$ cat config.mk
export PLATFORM = sky130hd
export DESIGN_NAME = spi_motor_command_decoder_core
export DESIGN_NICKNAME = d
export VERILOG_FILES = /design/src/design/smcd_pkg.sv /design/src/design/spi_motor_command_decoder_core.sv /design/src/design/smcd_decode.sv
export SDC_FILE = /design/constraint.sdc
export NUM_CORES = 1
export LEC_CHECK = 0
export BUFFER_PORTS_ARGS = -buffer_cell sky130_fd_sc_hd__buf_2
export CELL_PAD_IN_SITES_DETAIL_PLACEMENT = 0
export CELL_PAD_IN_SITES_GLOBAL_PLACEMENT = 1
export CORE_AREA = 8 8 100 102
export CTS_CLUSTER_SIZE = 40
export DETAILED_ROUTE_END_ITERATION = 16
export DIE_AREA = 0 0 108 110
export PLACE_DENSITY_LB_ADDON = 0.15
export SLEW_MARGIN = 20
export SYNTH_ARGS = -nofsm -noshare
export SYNTH_HDL_FRONTEND = slang
export SYNTH_SLANG_ARGS = --single-unit
$ cat constraint.sdc
create_clock -name clk -period 3.36 [get_ports clk]
set_input_delay 0.336 -clock clk [delete_from_list [all_inputs] [get_ports clk]]
set_output_delay 0.336 -clock clk [all_outputs]
set_load 0.05 [all_outputs]
$ cat src/design/smcd_pkg.sv
// Shared types and codes for the SPI motor command decoder.
// Used by smcd_decode and spi_motor_command_decoder_core; no dependencies.
package smcd_pkg;

  localparam int PhaseW  = 4;
  localparam int TargetW = 3;
  localparam int ModeW   = 2;
  localparam int CfgIdxW = 1;

  // Sequencer phases
  localparam logic [PhaseW-1:0] PH_COMMAND  = 4'd0;
  localparam logic [PhaseW-1:0] PH_RPM_HI   = 4'd1;
  localparam logic [PhaseW-1:0] PH_RPM_LO   = 4'd2;
  localparam logic [PhaseW-1:0] PH_VOLT_HI  = 4'd3;
  localparam logic [PhaseW-1:0] PH_VOLT_LO  = 4'd4;
  localparam logic [PhaseW-1:0] PH_CURRENT  = 4'd5;
  localparam logic [PhaseW-1:0] PH_PWM      = 4'd6;
  localparam logic [PhaseW-1:0] PH_SEND_ERR = 4'd7;
  localparam logic [PhaseW-1:0] PH_SEND_RHI = 4'd8;
  localparam logic [PhaseW-1:0] PH_SEND_RLO = 4'd9;
  localparam logic [PhaseW-1:0] PH_FINISH   = 4'd10;

  // Host command codes
  localparam logic [7:0] OPC_RUN         = 8'h01;
  localparam logic [7:0] OPC_HALT        = 8'h02;
  localparam logic [7:0] OPC_SPEED_WR    = 8'h03;
  localparam logic [7:0] OPC_SET_VOLTAGE = 8'h04;
  localparam logic [7:0] OPC_AMPS_WR     = 8'h05;
  localparam logic [7:0] OPC_STATUS_RD   = 8'h06;
  localparam logic [7:0] OPC_ALIVE       = 8'h07;
  localparam logic [7:0] OPC_DUTY_WR     = 8'h08;
  localparam logic [7:0] OPC_MEAS_PARAM  = 8'h09;
  localparam logic [7:0] OPC_MEASURE     = 8'h0A;
  localparam logic [7:0] OPC_GET_MEAS    = 8'h0B;

  // Mode requests
  localparam logic [ModeW-1:0] MODE_NONE  = 2'd0;
  localparam logic [ModeW-1:0] MODE_FREE  = 2'd1;
  localparam logic [ModeW-1:0] MODE_BRAKE = 2'd2;

  // Setting targets
  localparam logic [TargetW-1:0] TGT_NONE    = 3'd0;
  localparam logic [TargetW-1:0] TGT_RPM_HI  = 3'd1;
  localparam logic [TargetW-1:0] TGT_RPM_LO  = 3'd2;
  localparam logic [TargetW-1:0] TGT_VOLT_HI = 3'd3;
  localparam logic [TargetW-1:0] TGT_VOLT_LO = 3'd4;
  localparam logic [TargetW-1:0] TGT_CURRENT = 3'd5;
  localparam logic [TargetW-1:0] TGT_PWM     = 3'd6;

  // Configuration register indexes
  localparam logic [CfgIdxW-1:0] CFG_DUMMY = 1'b0;
  localparam logic [CfgIdxW-1:0] CFG_ALIVE = 1'b1;

  typedef struct packed {
    logic [7:0]  rx_byte;
    logic [7:0]  motor_mode;
    logic [7:0]  driver_errors;
    logic [15:0] measured_rpm;
  } item_t;

  typedef struct packed {
    logic               tx_load;
    logic [7:0]         tx_byte;
    logic [ModeW-1:0]   mode_request;
    logic [TargetW-1:0] setting_target;
    logic [7:0]         setting_value;
  } result_t;

endpackage

$ cat src/design/spi_motor_command_decoder_core.sv
// SPI motor command decoder, top level: input register, decode, result register.
// Depends on smcd_pkg and smcd_decode.
// The input register feeds the combinational decode, whose result is then registered in the result register.
// Throughput: one byte per cycle while out_stall does not hold the result register.
// Reset (rst, synchronous): phase to command phase, both config registers to 0,
// pipeline empty.
module spi_motor_command_decoder_core (
  input  logic                         clk,
  input  logic                         rst,
  input  logic                         in_valid,
  output logic                         in_stall,
  input  logic [7:0]                   rx_byte,
  input  logic [7:0]                   motor_mode,
  input  logic [7:0]                   driver_errors,
  input  logic [15:0]                  measured_rpm,
  output logic                         out_valid,
  input  logic                         out_stall,
  output logic                         tx_load,
  output logic [7:0]                   tx_byte,
  output logic [smcd_pkg::ModeW-1:0]   mode_request,
  output logic [smcd_pkg::TargetW-1:0] setting_target,
  output logic [7:0]                   setting_value,
  input  logic                         cfg_write,
  input  logic [smcd_pkg::CfgIdxW-1:0] cfg_index,
  input  logic [7:0]                   cfg_data
);
  import smcd_pkg::*;

  logic [7:0]        dummy_byte;
  logic [7:0]        alive_byte;
  logic [PhaseW-1:0] phase;
  logic [PhaseW-1:0] phase_next;
  logic              s1_valid;
  item_t             s1_item;
  result_t           dec_result;
  result_t           res;
  logic              out_free;
  logic              s1_move;
  logic              in_take;

  assign out_free = !out_valid || !out_stall;
  assign s1_move  = s1_valid && out_free;
  assign in_stall = s1_valid && !out_free;
  assign in_take  = in_valid && !in_stall;

  smcd_decode u_decode (
    .phase      (phase),
    .item       (s1_item),
    .dummy_byte (dummy_byte),
    .alive_byte (alive_byte),
    .phase_next (phase_next),
    .result     (dec_result)
  );

  always_ff @(posedge clk) begin
    if (rst) begin
      dummy_byte <= 8'd0;
      alive_byte <= 8'd0;
    end else if (cfg_write) begin
      case (cfg_index)
        CFG_DUMMY: dummy_byte <= cfg_data;
        CFG_ALIVE: alive_byte <= cfg_data;
        default: ;
      endcase
    end
  end

  // Input register: refill whenever the held byte moves on or the stage is empty
  always_ff @(posedge clk) begin
    if (rst) begin
      s1_valid <= 1'b0;
    end else if (!in_stall) begin
      s1_valid <= in_valid;
    end
  end

  always_ff @(posedge clk) begin
    if (in_take) begin
      s1_item.rx_byte       <= rx_byte;
      s1_item.motor_mode    <= motor_mode;
      s1_item.driver_errors <= driver_errors;
      s1_item.measured_rpm  <= measured_rpm;
    end
  end

  // Advance the phase only when the decoded byte lands in the result register
  always_ff @(posedge clk) begin
    if (rst) begin
      phase <= PH_COMMAND;
    end else if (s1_move) begin
      phase <= phase_next;
    end
  end

  always_ff @(posedge clk) begin
    if (rst) begin
      out_valid <= 1'b0;
    end else if (out_free) begin
      out_valid <= s1_valid;
    end
  end

  always_ff @(posedge clk) begin
    if (s1_move) begin
      res <= dec_result;
    end
  end

  assign tx_load        = res.tx_load;
  assign tx_byte        = res.tx_byte;
  assign mode_request   = res.mode_request;
  assign setting_target = res.setting_target;
  assign setting_value  = res.setting_value;

endmodule

$ cat src/design/smcd_decode.sv
// Phase and command decode for one received byte.
// Depends on smcd_pkg; pure combinational logic.
module smcd_decode (
  input  logic [smcd_pkg::PhaseW-1:0] phase,
  input  smcd_pkg::item_t             item,
  input  logic [7:0]                  dummy_byte,
  input  logic [7:0]                  alive_byte,
  output logic [smcd_pkg::PhaseW-1:0] phase_next,
  output smcd_pkg::result_t           result
);
  import smcd_pkg::*;

  logic               load;
  logic [7:0]         txb;
  logic [ModeW-1:0]   mreq;
  logic [TargetW-1:0] target;

  always_comb begin
    load       = 1'b0;
    txb        = 8'd0;
    mreq       = MODE_NONE;
    target     = TGT_NONE;
    phase_next = PH_COMMAND;
    case (phase)
      PH_RPM_HI: begin
        target     = TGT_RPM_HI;
        phase_next = PH_RPM_LO;
      end
      PH_RPM_LO:  target = TGT_RPM_LO;
      PH_VOLT_HI: begin
        target     = TGT_VOLT_HI;
        phase_next = PH_VOLT_LO;
      end
      PH_VOLT_LO: target = TGT_VOLT_LO;
      PH_CURRENT: target = TGT_CURRENT;
      PH_PWM:     target = TGT_PWM;
      PH_SEND_ERR: begin
        load       = 1'b1;
        txb        = item.driver_errors;
        phase_next = PH_SEND_RHI;
      end
      PH_SEND_RHI: begin
        load       = 1'b1;
        txb        = item.measured_rpm[15:8];
        phase_next = PH_SEND_RLO;
      end
      PH_SEND_RLO: begin
        load       = 1'b1;
        txb        = item.measured_rpm[7:0];
        phase_next = PH_FINISH;
      end
      PH_FINISH: begin
        load = 1'b1;
        txb  = dummy_byte;
      end
      default: begin
        // Command phase; unused phase codes decode as commands too
        case (item.rx_byte)
          OPC_RUN, OPC_MEASURE: begin
            mreq = MODE_FREE;
            load = 1'b1;
            txb  = dummy_byte;
          end
          OPC_HALT: begin
            mreq = MODE_BRAKE;
            load = 1'b1;
            txb  = dummy_byte;
          end
          OPC_SPEED_WR: begin
            phase_next = PH_RPM_HI;
            load       = 1'b1;
            txb        = dummy_byte;
          end
          OPC_SET_VOLTAGE: begin
            phase_next = PH_VOLT_HI;
            load       = 1'b1;
            txb        = dummy_byte;
          end
          OPC_AMPS_WR: begin
            phase_next = PH_CURRENT;
            load       = 1'b1;
            txb        = dummy_byte;
          end
          OPC_STATUS_RD: begin
            phase_next = PH_SEND_ERR;
            load       = 1'b1;
            txb        = item.motor_mode;
          end
          OPC_ALIVE: begin
            phase_next = PH_FINISH;
            load       = 1'b1;
            txb        = alive_byte;
          end
          OPC_DUTY_WR: phase_next = PH_PWM;
          default: ;
        endcase
      end
    endcase

    result.tx_load        = load;
    result.tx_byte        = txb;
    result.mode_request   = mreq;
    result.setting_target = target;
    result.setting_value  = (target != TGT_NONE) ? item.rx_byte : 8'd0;
  end

endmodule

* Word level (Yosys, flattened, before mapping)
Cells that the tools add are included.
** Storage, ports and cells
- Word-level logic and storage cells :: 60
- Output and inout bits :: 24
- Register bits :: 84
** Cells by class
- Reductions and logical operators :: 18
- Bitwise gates (word level) :: 1
- Multiplexer cells :: 8
- Equal/unequal tests :: 19
** Operators by type and width (count)
- 4-bit one-hot mux with 6 select lines :: 2
- 8-bit one-hot mux with 5 select lines :: 1
- 8-bit by 3-bit == test with 1-bit output (second input constant) :: 4
- 8-bit one-hot mux with 3 select lines :: 1
- 3-bit one-hot mux with 6 select lines :: 1
- 4-bit by 3-bit == test with 1-bit output (second input constant) :: 4
- 8-bit by 2-bit == test with 1-bit output (second input constant) :: 2
- 8-bit by 4-bit == test with 1-bit output (second input constant) :: 2
- 4-bit == test (second input constant) :: 3
- 6-bit OR reduction :: 2
- 10-bit OR reduction :: 1
- 4-bit by 2-bit == test with 1-bit output (second input constant) :: 2
- 8-bit by 1-bit == test with 1-bit output (second input constant) :: 1
- 8-bit OR reduction :: 1
- 5-bit OR reduction :: 1
- 4-bit by 1-bit == test with 1-bit output (second input constant) :: 1
- 1-bit zero test :: 4
- 2-bit one-hot mux with 2 select lines :: 1
- 2-bit AND reduction :: 2
- 4-bit OR reduction :: 1
- 1-bit logical AND :: 3
- 3-bit nonzero test :: 1
- 1-bit one-hot mux with 2 select lines :: 1
- 2-bit OR reduction :: 1
- other kinds (3) :: 3

* Depth between registers and ports, before layout
Gate-level depths: netlist (run 1).
- Word-level depth :: 6
- Gate-level depth with buffers :: 6
- Mapped depth without buffers :: 4

* By module
Synthesis (run 1) repeated with hierarchy kept, for this count alone.
** Unflattened totals
- Cell total of the unflattened synthesis :: 279
- Area total of the unflattened synthesis :: 3589.7 µm²
** Modules (own cells, without submodules)
- spi_motor_command_decoder_core :: times used 1, seq. area each 2302.2 µm², cells an instance 156, area each 2670.1 µm²
- smcd_decode :: times used 1, seq. area each 0.0 µm², cells an instance 123, area each 919.6 µm²

* Worst setup path before layout (run 1)
No wires, ideal clock.
- Kind :: reg-to-reg
- Start :: register out_valid
- End :: register s1_item[0] (netlist bit) (enable)
- Stages on the path, launching flop included :: 3
- Path buffers :: 0
- Setup time :: 0.441 ns
- Clock period less this slack :: 3.233 ns
- Setup slack :: 0.127 ns
- Data arrival time :: 2.792 ns
- Path through :: dfxtp_1 > and3_1 > nor2b_1
** Between the ends
- Longest elaborated chain between the ends :: 6
** Ends and longest elaborated chain
- start, declared :: RTL line spi_motor_command_decoder_core.sv:16 : output logic out_valid,
- start signal, assigned :: RTL line spi_motor_command_decoder_core.sv:99 : out_valid <= s1_valid;
- 1-bit zero test :: RTL line spi_motor_command_decoder_core.sv:41 : assign out_free = !out_valid || !out_stall;
- 1-bit logical OR :: RTL line spi_motor_command_decoder_core.sv:41
- 1-bit zero test :: RTL line spi_motor_command_decoder_core.sv:43 : assign in_stall = s1_valid && !out_free;
- 1-bit logical AND :: RTL line spi_motor_command_decoder_core.sv:43
- net in_stall :: RTL line spi_motor_command_decoder_core.sv:11 : output logic in_stall,
- 1-bit zero test
- 1-bit logical AND :: RTL line spi_motor_command_decoder_core.sv:44 : assign in_take = in_valid && !in_stall;
- net in_take :: RTL line spi_motor_command_decoder_core.sv:39 : logic in_take;
- end, declared :: RTL line spi_motor_command_decoder_core.sv:34 : item_t s1_item;
The timed path passes the listed nets, and every way through them passes these cells.
A chain may end at the register's enable or synchronous reset.

==> results of run 1 <==
power breakdown:
part	internal, mW	switching, mW
combinational	0.0884	0.146
clock	0.482	0.364
sequential	1.18	0.0431
placed cells by master (no fill, tap or decap), drive strengths merged:
cell    synthesis  layout
nand3           9       9
a21o            2       2
edfxtp         62      62
a22o            1       1
a221o           8       8
a211oi          4       4
and3b           1       1
inv             3       3
nand2b          4       4
nor2b           2       2
a21oi          16      16
nor4            2       2
dfxtp          22      22
nor4bb          1       1
a22oi           7       7
a41oi           2       2
a21boi          1       1
xnor2           1       1
mux2            9       9
clkbuf          6      13
or4             1       1
clkinv          1       3
o211ai          2       2
a311oi          1       1
o22ai           8       8
nor3            4       4
and3            1       1
a221oi          2       2
or3b            2       2
nor3b           3       3
nand2          15      15
bufinv          0       1
or3             2       2
nand3b          1       1
nor2           21      21
and2            9       9
o21ai           1       1
buf            11      79
mux2i          16      16
nand4           1       1
worst max-delay path by stage:
stage / from / endpoint / cells past startpoint
3_3_place_gp: phase[0] / tx_byte[1] / 4
4_1_cts: phase[0] / tx_byte[2] / 4
3_5_place_dp: phase[0] / tx_byte[2] / 4
2_1_floorplan: out_valid / s1_item[0] / 2
6_report: phase[0] / tx_byte[2] / 4
5_1_grt: phase[0] / tx_byte[2] / 4
registers in the layout, summed over array words and instances, names as in the netlist:
signal          flops
tx_byte             8
dummy_byte          8
s1_item            40
out_valid           1
mode_request        2
s1_valid            1
tx_load             1
setting_target      3
phase               4
setting_value       8
alive_byte          8
cell usage after synthesis (all sizes together) (6+ instances only):
library cell | number | area [µm²]
edfxtp | 62 | 1862
mux2i | 16 | 160.2
o22ai | 8 | 50.05
a21oi | 16 | 80.08
a221o | 8 | 80.08
and2 | 9 | 57.56
clkbuf | 6 | 22.52
buf | 11 | 62.56
nand3 | 9 | 45.04
nor2 | 21 | 78.83
nand2 | 15 | 56.30
mux2 | 9 | 101.4
dfxtp | 22 | 440.4
a22oi | 7 | 52.55
area by class of cell:
class                           count  area share, %
Tap cell                          108          3.208
Inverter                            4         0.3564
Timing Repair Buffer               79          9.801
Sequential cell                    84          54.65
Clock inverter                      3          1.129
Clock buffer                       13          4.811
Multi-Input combinational cell    160          26.05
cells by family after synthesis:
kind of cell | Yosys count | share of synthesized area, %
muxes | 25 | 7.496
DFF | 84 | 66.00
and+or+nand+nor | 79 | 12.27
AOI/OAI and AO/OA | 55 | 11.12
xor gates and xnor gates | 1 | 0.2511
buffers and inverters | 21 | 2.869
routing by layer:
metal	vias to the layer above	routed length (µm)	track usage, %
li1	1154	-	-
met5	-	0	0
met3	7	581	4.477
met4	0	58	5.550
met1	1114	3581	16.76
met2	77	3626	21.80
through the flow:
stage,total power [mW],worst slack [ns]
finish,2.300,1.207
global route,2.384,1.036
CTS,2.315,1.211
detailed placement,1.478,1.225
global placement,1.475,1.303
floorplan,1.396,0.1268
==> flow_summary.yaml, run 1 <==
critical_path:
  r2r_setup_slack_ns: 1.21
  cp_max_fo: 20
  worstSetupPathType: "reg -> reg"
  cpMaxStageDelayCell: "dfxtp_1"
  slowest_delay_ns: 0.88
  cp_cell_sequence: "a21o_1 > a21oi_1 > nor3_2 > a221o_1"
  cp.required_ns: 3.56
  critPathLaunchType: "register"
  critPathCaptureType: "register"
  critPathTopFamily: "flip-flops"
  worst_ep_arrival_time_ns: 2.36
  reg2reg_depth: 4
  r2r-start: "phase[0]"
  timing.rr.end: "tx_byte[2]"
  critPathBufInv: 0
timing:
  setup-tns-final_ns: 0
  relSlewSlack_pct: 31.18
  timing.fmax_ghz: 0.4644
  clock_skew_ns: 0.01004
  worstMarginPinSlew_ns: 1.026
  holdWs_ns: 0.1604
  hold_violations: 0
  period_needed_ns: 2.153
  finalMaxSlewViolations: 0
  rsz0062_at_grt: "false"
  period_share_pct: 64.09
  finalSetupViolations: 0
layout:
  area_growth_syn_to_layout_pct: 20.77
  drive_above_1_share_pct: 32.65
  final_util_pct: 49.76
  nFillCells: 779
  stdcell_area_um2: 4213
  final_nets: 392
  n_antenna_cell: 0
  multi_input_area_um2: 1097
  seqCellArea_um2: 2302
  final_cells: 451
logic_synthesis:
  ys_warn_count: 0
  async_flop_share_pct: 0
  synth_cell_types: 44
  syn_avg_cell_area_um2: 13.16
  ys_ff_latch: 84
  netlist_area_um2: 3488
  ys_seq_area_share_pct: 66.00
  synth_fp_nets: 319
  synthCells: 265
  synth_edf_count: 62
  ys.flop_type: "edfxtp_1"
power_and_ir_drop:
  peakVddDrop_mv: 0.2369
  power_density_nw_per_um2: 545.9
  p_leak_nw: 1.617
hold_path:
  hold_depth: 1
  hp-class: "in -> reg"
  worstHoldStart: "motor_mode[7]"
  hold_end: "s1_item[31]"
global_routing:
  grt_pass1_wl_mm: 12.63
  grt_pass1_vias: 2516
  overflow: 0
  antenna_found_initial: 0
  grt.total_usage_pct: 13.66
  grt_start_max_net_pins: 41
cts:
  clk_pin_slew_ns: 0.09
  postCtsHoldBufs: 0
  clock_path_buffers: 2
  ctsRootBufferMaster: "clkbuf_8"
  cts_tree: "yes"
  clk_latency_ns: 0.34
  cts_resized: 0
  cts_setup_buffers: 0
  cts.sinks: 84
  h-tree-depth: 3
  numCtsBuffers: 9
floorplanning:
  ios: 78
  rows: 34
  die_height_um: 110
  die_x_um: 108
  design.die.area_um2: 11880
  core_area_um2: 8466
  initial_core_util_pct: 41.21
place:
  placed_cell_area_um2: 3943
  port-buffer-count: 77
  placed_cells: 434
  dpl.hpwl_mm: 5.531
  gp_congestion: 0.7648
run:
  drv_cap: 0
drt:
  postRouteAntennaNets: 0
  drt-total-wl_mm: 7.848
  drt-initial-drc-count: 82
  wire_per_inst_um: 17.40
  routed_via_density: 5.215
  drcViolationCount: 0
  vias: 2352
  drt-pass1-iter-count: 4
outcome:
  status: "complete, no violations"
Note: power is estimated with default switching activity, not from simulation.
==> run 2, diff against run 1 <==
--- a/config.mk
+++ b/config.mk
@@ -5,13 +5,14 @@
 export SDC_FILE = /design/constraint.sdc
 export NUM_CORES = 1
 export LEC_CHECK = 0
+export ABC_AREA = 1
 export BUFFER_PORTS_ARGS = -buffer_cell sky130_fd_sc_hd__buf_2
 export CELL_PAD_IN_SITES_DETAIL_PLACEMENT = 0
 export CELL_PAD_IN_SITES_GLOBAL_PLACEMENT = 1
-export CORE_AREA = 8 8 100 102
+export CORE_AREA = 8 8 108 110
 export CTS_CLUSTER_SIZE = 40
 export DETAILED_ROUTE_END_ITERATION = 16
-export DIE_AREA = 0 0 108 110
+export DIE_AREA = 0 0 116 118
 export PLACE_DENSITY_LB_ADDON = 0.15
 export SLEW_MARGIN = 20
 export SYNTH_ARGS = -nofsm -noshare
==> constraint.sdc (replaced) <==
create_clock -name clk -period 1.85 [get_ports clk]
set_input_delay 0.185 -clock clk [delete_from_list [all_inputs] [get_ports clk]]
set_output_delay 0.185 -clock clk [all_outputs]
set_load 0.05 [all_outputs]
==> flow_summary.yaml, run 2 <==
outcome:
  status: "complete, no violations"
logic_synthesis:
  synthAdderAreaFrac_pct: 0
  synth.largest_area_cell: "edfxtp_1"
  synthMuxAreaShare_pct: 0
  synth_xor_area_share_pct: 0
  yosysTopAreaCellShare_pct: 52.32
  synth-simple-area-share_pct: 23.45
  syn_avg_cell_area_um2: 9.912
  yosysMostFrequentCell: "nand2_1"
  synth_compound_area_share_pct: 6.997
  synth_edf_count: 62
  synthCells: 359
  synth_fp_nets: 413
  netlist_area_um2: 3558
  synthTopCellsByArea: "edfxtp_1 52%, dfxtp_1 12%, nand2_1 11%, nor2_1 6.4%, inv_1 3.1%"
  ys_warn_count: 0
  ys_ff_latch: 84
  ys.flop_type: "edfxtp_1"
  ys_seq_area_share_pct: 64.70
  synth_cell_types: 26
  async_flop_share_pct: 0
  synth_top_family_by_area: "simple AND/OR/NAND/NOR gates"
  yosys-top-cells-count: "107 x nand2_1, 62 x edfxtp_1, 61 x nor2_1"
layout:
  final_nets: 546
  n_antenna_cell: 0
  stdcell_area_um2: 4860
  final_common_cell: "nand2_1"
  layout_common_cells: "105 x nand2_1, 77 x buf_2, 62 x edfxtp_1, 56 x nor2_1, 41 x dlygate4sd3_1"
  seqCellArea_um2: 2306
  drive_above_1_share_pct: 26.96
  largest_reg_flops: 40
  area_growth_syn_to_layout_pct: 36.57
  regMostFlops: "s1_item"
  nFillCells: 1015
  multi_input_area_um2: 1111
cts:
  clk_pin_slew_ns: 0.09
  clock_path_buffers: 2
  numCtsBuffers: 9
  cts_tree: "yes"
  ctsRootBufferMaster: "clkbuf_8"
  h-tree-depth: 3
  clk_latency_ns: 0.36
  cts.sinks: 84
drt:
  drt-total-wl_mm: 8.413
  wire_per_inst_um: 13.29
  vias: 2805
  drt-pass1-iter-count: 4
  drcViolationCount: 0
  postRouteAntennaNets: 0
  drt-initial-drc-count: 73
  routed_via_density: 4.431
place:
  placed_cell_area_um2: 4170
  gp_congestion: 0.7869
  port-buffer-count: 77
  dp_slack_ns: 0.1856
  dpl.hpwl_mm: 5.989
timing:
  clock_skew_ns: 0.006835
  finalSetupViolations: 0
  relSlewSlack_pct: 65.93
  hold_violations: 0
  worstMarginPinSlew_ns: 0.5092
  timing.fmax_ghz: 0.6017
  period_needed_ns: 1.662
  holdWs_ns: 0.06994
  finalMaxSlewViolations: 0
  finalWorstSetupSlack_ns: 0.1880
  setup-tns-final_ns: 0
  period_share_pct: 89.84
global_routing:
  grt_pass1_vias: 2931
  grt_start_max_net_pins: 41
  grt_pass1_wl_mm: 13.88
  antenna_found_initial: 0
  grt.total_usage_pct: 13.18
  overflow: 0
floorplanning:
  core_area_um2: 10000
  initial_core_util_pct: 35.59
  die_x_um: 116
  die_height_um: 118
  design.die.area_um2: 13690
  ios: 78
  rows: 37
power_and_ir_drop:
  power_density_nw_per_um2: 880.8
  p_int_mw: 3.232
  p_clk_share_pct: 36.6
  combPwrFrac_pct: 11.9
  switchingPower_mw: 1.048
  switching_share_pct: 24.48
  peakVddDrop_mv: 0.4279
  finalPower_mw: 4.280
  p_leak_nw: 2.127
  p_seq_share_pct: 51.5
critical_path:
  critPathLaunchType: "register"
  cp.required_ns: 1.97
  critPathCaptureType: "register"
  cp_max_fo: 9
  r2r_setup_slack_ns: 0.19
  worst_ep_arrival_time_ns: 1.78
  worstSetupPathType: "reg -> reg"
run:
  drv_cap: 0
hold_path:
  hp-class: "in -> reg"
[run 2: cell types whose count changed in the layout (fill, tap and decap cells not counted), sizes merged, moves of 5 or more]
cell	before	now
nand2	15	113
mux2	9	0
and2	9	0
inv	3	35
a21oi	16	7
a221o	8	0
a221oi	2	8
dlygate4sd3	0	41
a22oi	7	0
buf	79	84
o21ai	1	23
nor2	21	70
mux2i	16	0
o22ai	8	0
[run 2: final timing paths]
check | startpoint | endpoint | cells past startpoint
worst min-delay path | cfg_data[5] | dummy_byte[5] | 3
worst max-delay path | s1_item[32] | tx_load | 8
worst min register to register | alive_byte[3] | alive_byte[3] | 2
worst max register to register | s1_item[32] | tx_load | 8
[run 2: through the flow]
step	utilization (%)	std cells
finish	48.60	633
global route	48.60	633
CTS	48.20	630
detailed placement	41.70	573
global placement	41.70	573
floorplan	-	359
[run 2: layout make-up]
type	count	share of cell area, %
Multi-Input combinational cell	234	22.86
Tap cell	136	3.502
Clock inverter	7	2.369
Sequential cell	84	47.45
Clock buffer	9	2.549
Timing Repair Buffer	126	18.33
Inverter	37	2.935
[run 2: cells by family (layout without fill, tap and decap cells)]
logic type / after synthesis / after routing
AOI/OAI and AO/OA: 41 / 41
DFF: 84 / 84
buffers and inverters: 41 / 179
and+or+nand+nor: 193 / 193
[run 2: what timing repair did]
action	CTS	global route
hold buffers	41	0
endpoints found under the hold margin	41	0
buffers inserted	0	3
gates resized for setup	0	3
setup endpoints to repair	0	6
[run 2: metal layers]
layer,up-vias,routed length [µm],GRT usage [%]
met5,-,0,0
met2,59,4359,23.39
met3,16,388,3.284
met1,1284,3481,14.04
met4,0,184,6.407
li1,1446,-,-
[run 2: worst max-delay path, cell delays in order, from the launching register on]
cell and delay, ns:
edfxtp_1 0.49, nand2_1 0.20, inv_1 0.06, nand2_1 0.05, nand2_1 0.07, o21ai_1 0.14, nand2_2 0.15, o21ai_1 0.16
nand3_1 0.09
[run 2: power by group through the flow]
stage / clock, mW / combinational (mW) / sequential, mW
3_3_place_gp: 0 / 0.445 / 2.25
5_1_grt: 1.67 / 0.563 / 2.22
2_1_floorplan: 0 / 0.225 / 2.32
6_report: 1.57 / 0.509 / 2.20
4_1_cts: 1.60 / 0.513 / 2.20
3_5_place_dp: 0 / 0.446 / 2.25
==> run 3, diff against run 2 <==
--- a/config.mk
+++ b/config.mk
@@ -9,10 +9,11 @@
 export BUFFER_PORTS_ARGS = -buffer_cell sky130_fd_sc_hd__buf_2
 export CELL_PAD_IN_SITES_DETAIL_PLACEMENT = 0
 export CELL_PAD_IN_SITES_GLOBAL_PLACEMENT = 1
-export CORE_AREA = 8 8 108 110
+export CORE_AREA = 8 8 105 107
+export CTS_BUF_LIST = sky130_fd_sc_hd__clkbuf_8
 export CTS_CLUSTER_SIZE = 40
 export DETAILED_ROUTE_END_ITERATION = 16
-export DIE_AREA = 0 0 116 118
+export DIE_AREA = 0 0 113 115
 export PLACE_DENSITY_LB_ADDON = 0.15
 export SLEW_MARGIN = 20
 export SYNTH_ARGS = -nofsm -noshare
==> flow_summary.yaml, run 3 (synthesis gave the netlist of run 2 again) <==
power_and_ir_drop:
  switchingPower_mw: 0.9802
  power_density_nw_per_um2: 858.5
  p_int_mw: 2.917
  p_seq_share_pct: 56.5
  finalPower_mw: 3.897
  p_leak_nw: 2.005
  switching_share_pct: 25.15
  p_clk_share_pct: 31.3
  peakVddDrop_mv: 0.3336
  combPwrFrac_pct: 12.2
critical_path:
  cp_max_fo: 9
  slowest_delay_ns: 0.49
  critPathLaunchType: "register"
  cpMostUsedCell: "nand2_1"
  r2r_setup_slack_ns: 0.19
  critPathBufInv: 1
  critPathTopFamily: "simple AND/OR/NAND/NOR gates"
  worst_ep_arrival_time_ns: 1.75
  cpMaxStageDelayCell: "edfxtp_1"
  cp_cell_sequence: "nand2_1 > inv_1 > nand2_1 > nand2_1 > o21ai_1 > nand2_2 > nand2_1 > nand2_1 > nand2_1 > nand2_1"
  critPathCaptureType: "register"
  worstSetupPathType: "reg -> reg"
  cp.required_ns: 1.93
cts:
  cts_resized: 0
  clk_pin_slew_ns: 0.08
  h-tree-depth: 3
  cts_setup_buffers: 0
  ctsRootBufferMaster: "clkbuf_8"
  clk_latency_ns: 0.34
  cts.sinks: 84
  clock_path_buffers: 2
  postCtsHoldBufs: 12
  numCtsBuffers: 9
  cts_tree: "yes"
floorplanning:
  ios: 78
  rows: 36
  initial_core_util_pct: 37.62
  die_x_um: 113
  core_area_um2: 9459
  die_height_um: 115
  design.die.area_um2: 13000
timing:
  timing.fmax_ghz: 0.6020
  period_needed_ns: 1.661
  relSlewSlack_pct: 63.94
  hold_violations: 0
  finalMaxSlewViolations: 0
  worstMarginPinSlew_ns: 0.5390
  holdWs_ns: 0.02012
  rsz0062_at_grt: "false"
  period_share_pct: 89.79
  clock_skew_ns: 0.009898
  setup-tns-final_ns: 0
  finalSetupViolations: 0
layout:
  final_common_cell: "nand2_1"
  final_nets: 525
  final_util_pct: 47.99
  layout_common_cells: "105 x nand2_1, 77 x buf_2, 62 x edfxtp_1, 59 x nor2_1, 28 x inv_1"
  n_antenna_cell: 0
  area_growth_syn_to_layout_pct: 27.57
  regMostFlops: "s1_item"
  drive_above_1_share_pct: 26.74
  largest_reg_flops: 40
  final_cells: 589
place:
  port-buffer-count: 77
  placed_cells: 552
  dpl.hpwl_mm: 5.934
  gp_congestion: 0.7909
drt:
  drcViolationCount: 0
  wire_per_inst_um: 13.69
  routed_via_density: 4.623
  drt-pass1-iter-count: 4
  vias: 2723
  postRouteAntennaNets: 0
  drt-total-wl_mm: 8.063
  drt-initial-drc-count: 91
run:
  drv_cap: 0
global_routing:
  grt_util_met3_pct: 3.361
  grt_pass1_vias: 2836
  grt_start_max_net_pins: 41
  global_route.usage.met2_pct: 23.49
  grt_pass1_wl_mm: 12.81
  use_met1_pct: 13.36
  grt.total_usage_pct: 12.65
  overflow: 0
  antenna_found_initial: 0
  grt.busiest_layer: "met2"
hold_path:
  hp-class: "in -> reg"
outcome:
  status: "complete, no violations"
[run 3: changes by cell type in the layout (fill, tap and decap cells not counted), moves of 2 or more]
| cell | before | now |
|---|---|---|
| dlygate4sd3_1 | 41 | 22 |
| nor2_1 | 56 | 59 |
| nor2_2 | 6 | 3 |
| buf_12 | 3 | 1 |
| bufinv_16 | 3 | 1 |
[run 3: cell type report]
type | instances | area (µm²)
repair buffers | 105 | 663.1
fillers | 905 | 4920
inverters | 37 | 142.6
multi-input cells | 234 | 1104
clock inverters | 6 | 57.56
well taps | 114 | 142.6
flip-flops and latches | 84 | 2306
clock buffers | 9 | 123.9
[run 3: final timing paths]
kind | cells past startpoint | start | end
setup / recovery | 10 | s1_item[32] | tx_byte[6]
hold reg to reg | 2 | alive_byte[0] | alive_byte[0]
hold / removal | 1 | rx_byte[2] | s1_item[34]
setup reg to reg | 10 | s1_item[32] | tx_byte[6]
[run 3: power groups by stage]
stage | registers, mW | clock network (mW) | logic, mW
after detailed placement | 2.25 | 0 | 0.446
after global placement | 2.25 | 0 | 0.440
after floorplan | 2.32 | 0 | 0.225
after CTS | 2.20 | 1.26 | 0.467
after global routing | 2.21 | 1.35 | 0.528
final | 2.20 | 1.22 | 0.475
[run 3: worst reg2reg max path, cell delays in order, from the launching register on]
cell      delay, ns
edfxtp_1       0.49
nand2_1        0.20
inv_1          0.06
nand2_1        0.05
nand2_1        0.07
o21ai_1        0.15
nand2_2        0.15
nand2_1        0.09
nand2_1        0.05
nand2_1        0.05
nand2_1        0.06
[run 3: metal layers]
layer	part of all wire (%)	wire length [µm]
met1	41	3306
met2	54	4336
met3	4.7	378
met4	0.51	41
met5	0	0
[run 3: stage by stage]
| step | cell area [µm²] | setup slack [ns] |
|---|---|---|
| after detailed placement | 4138 | 0.2034 |
| after floorplan | 3586 | -0.07205 |
| after global routing | 4539 | 0.0006763 |
| after CTS | 4439 | 0.1783 |
| final | 4539 | 0.1889 |
| after global placement | 4138 | 0.1806 |
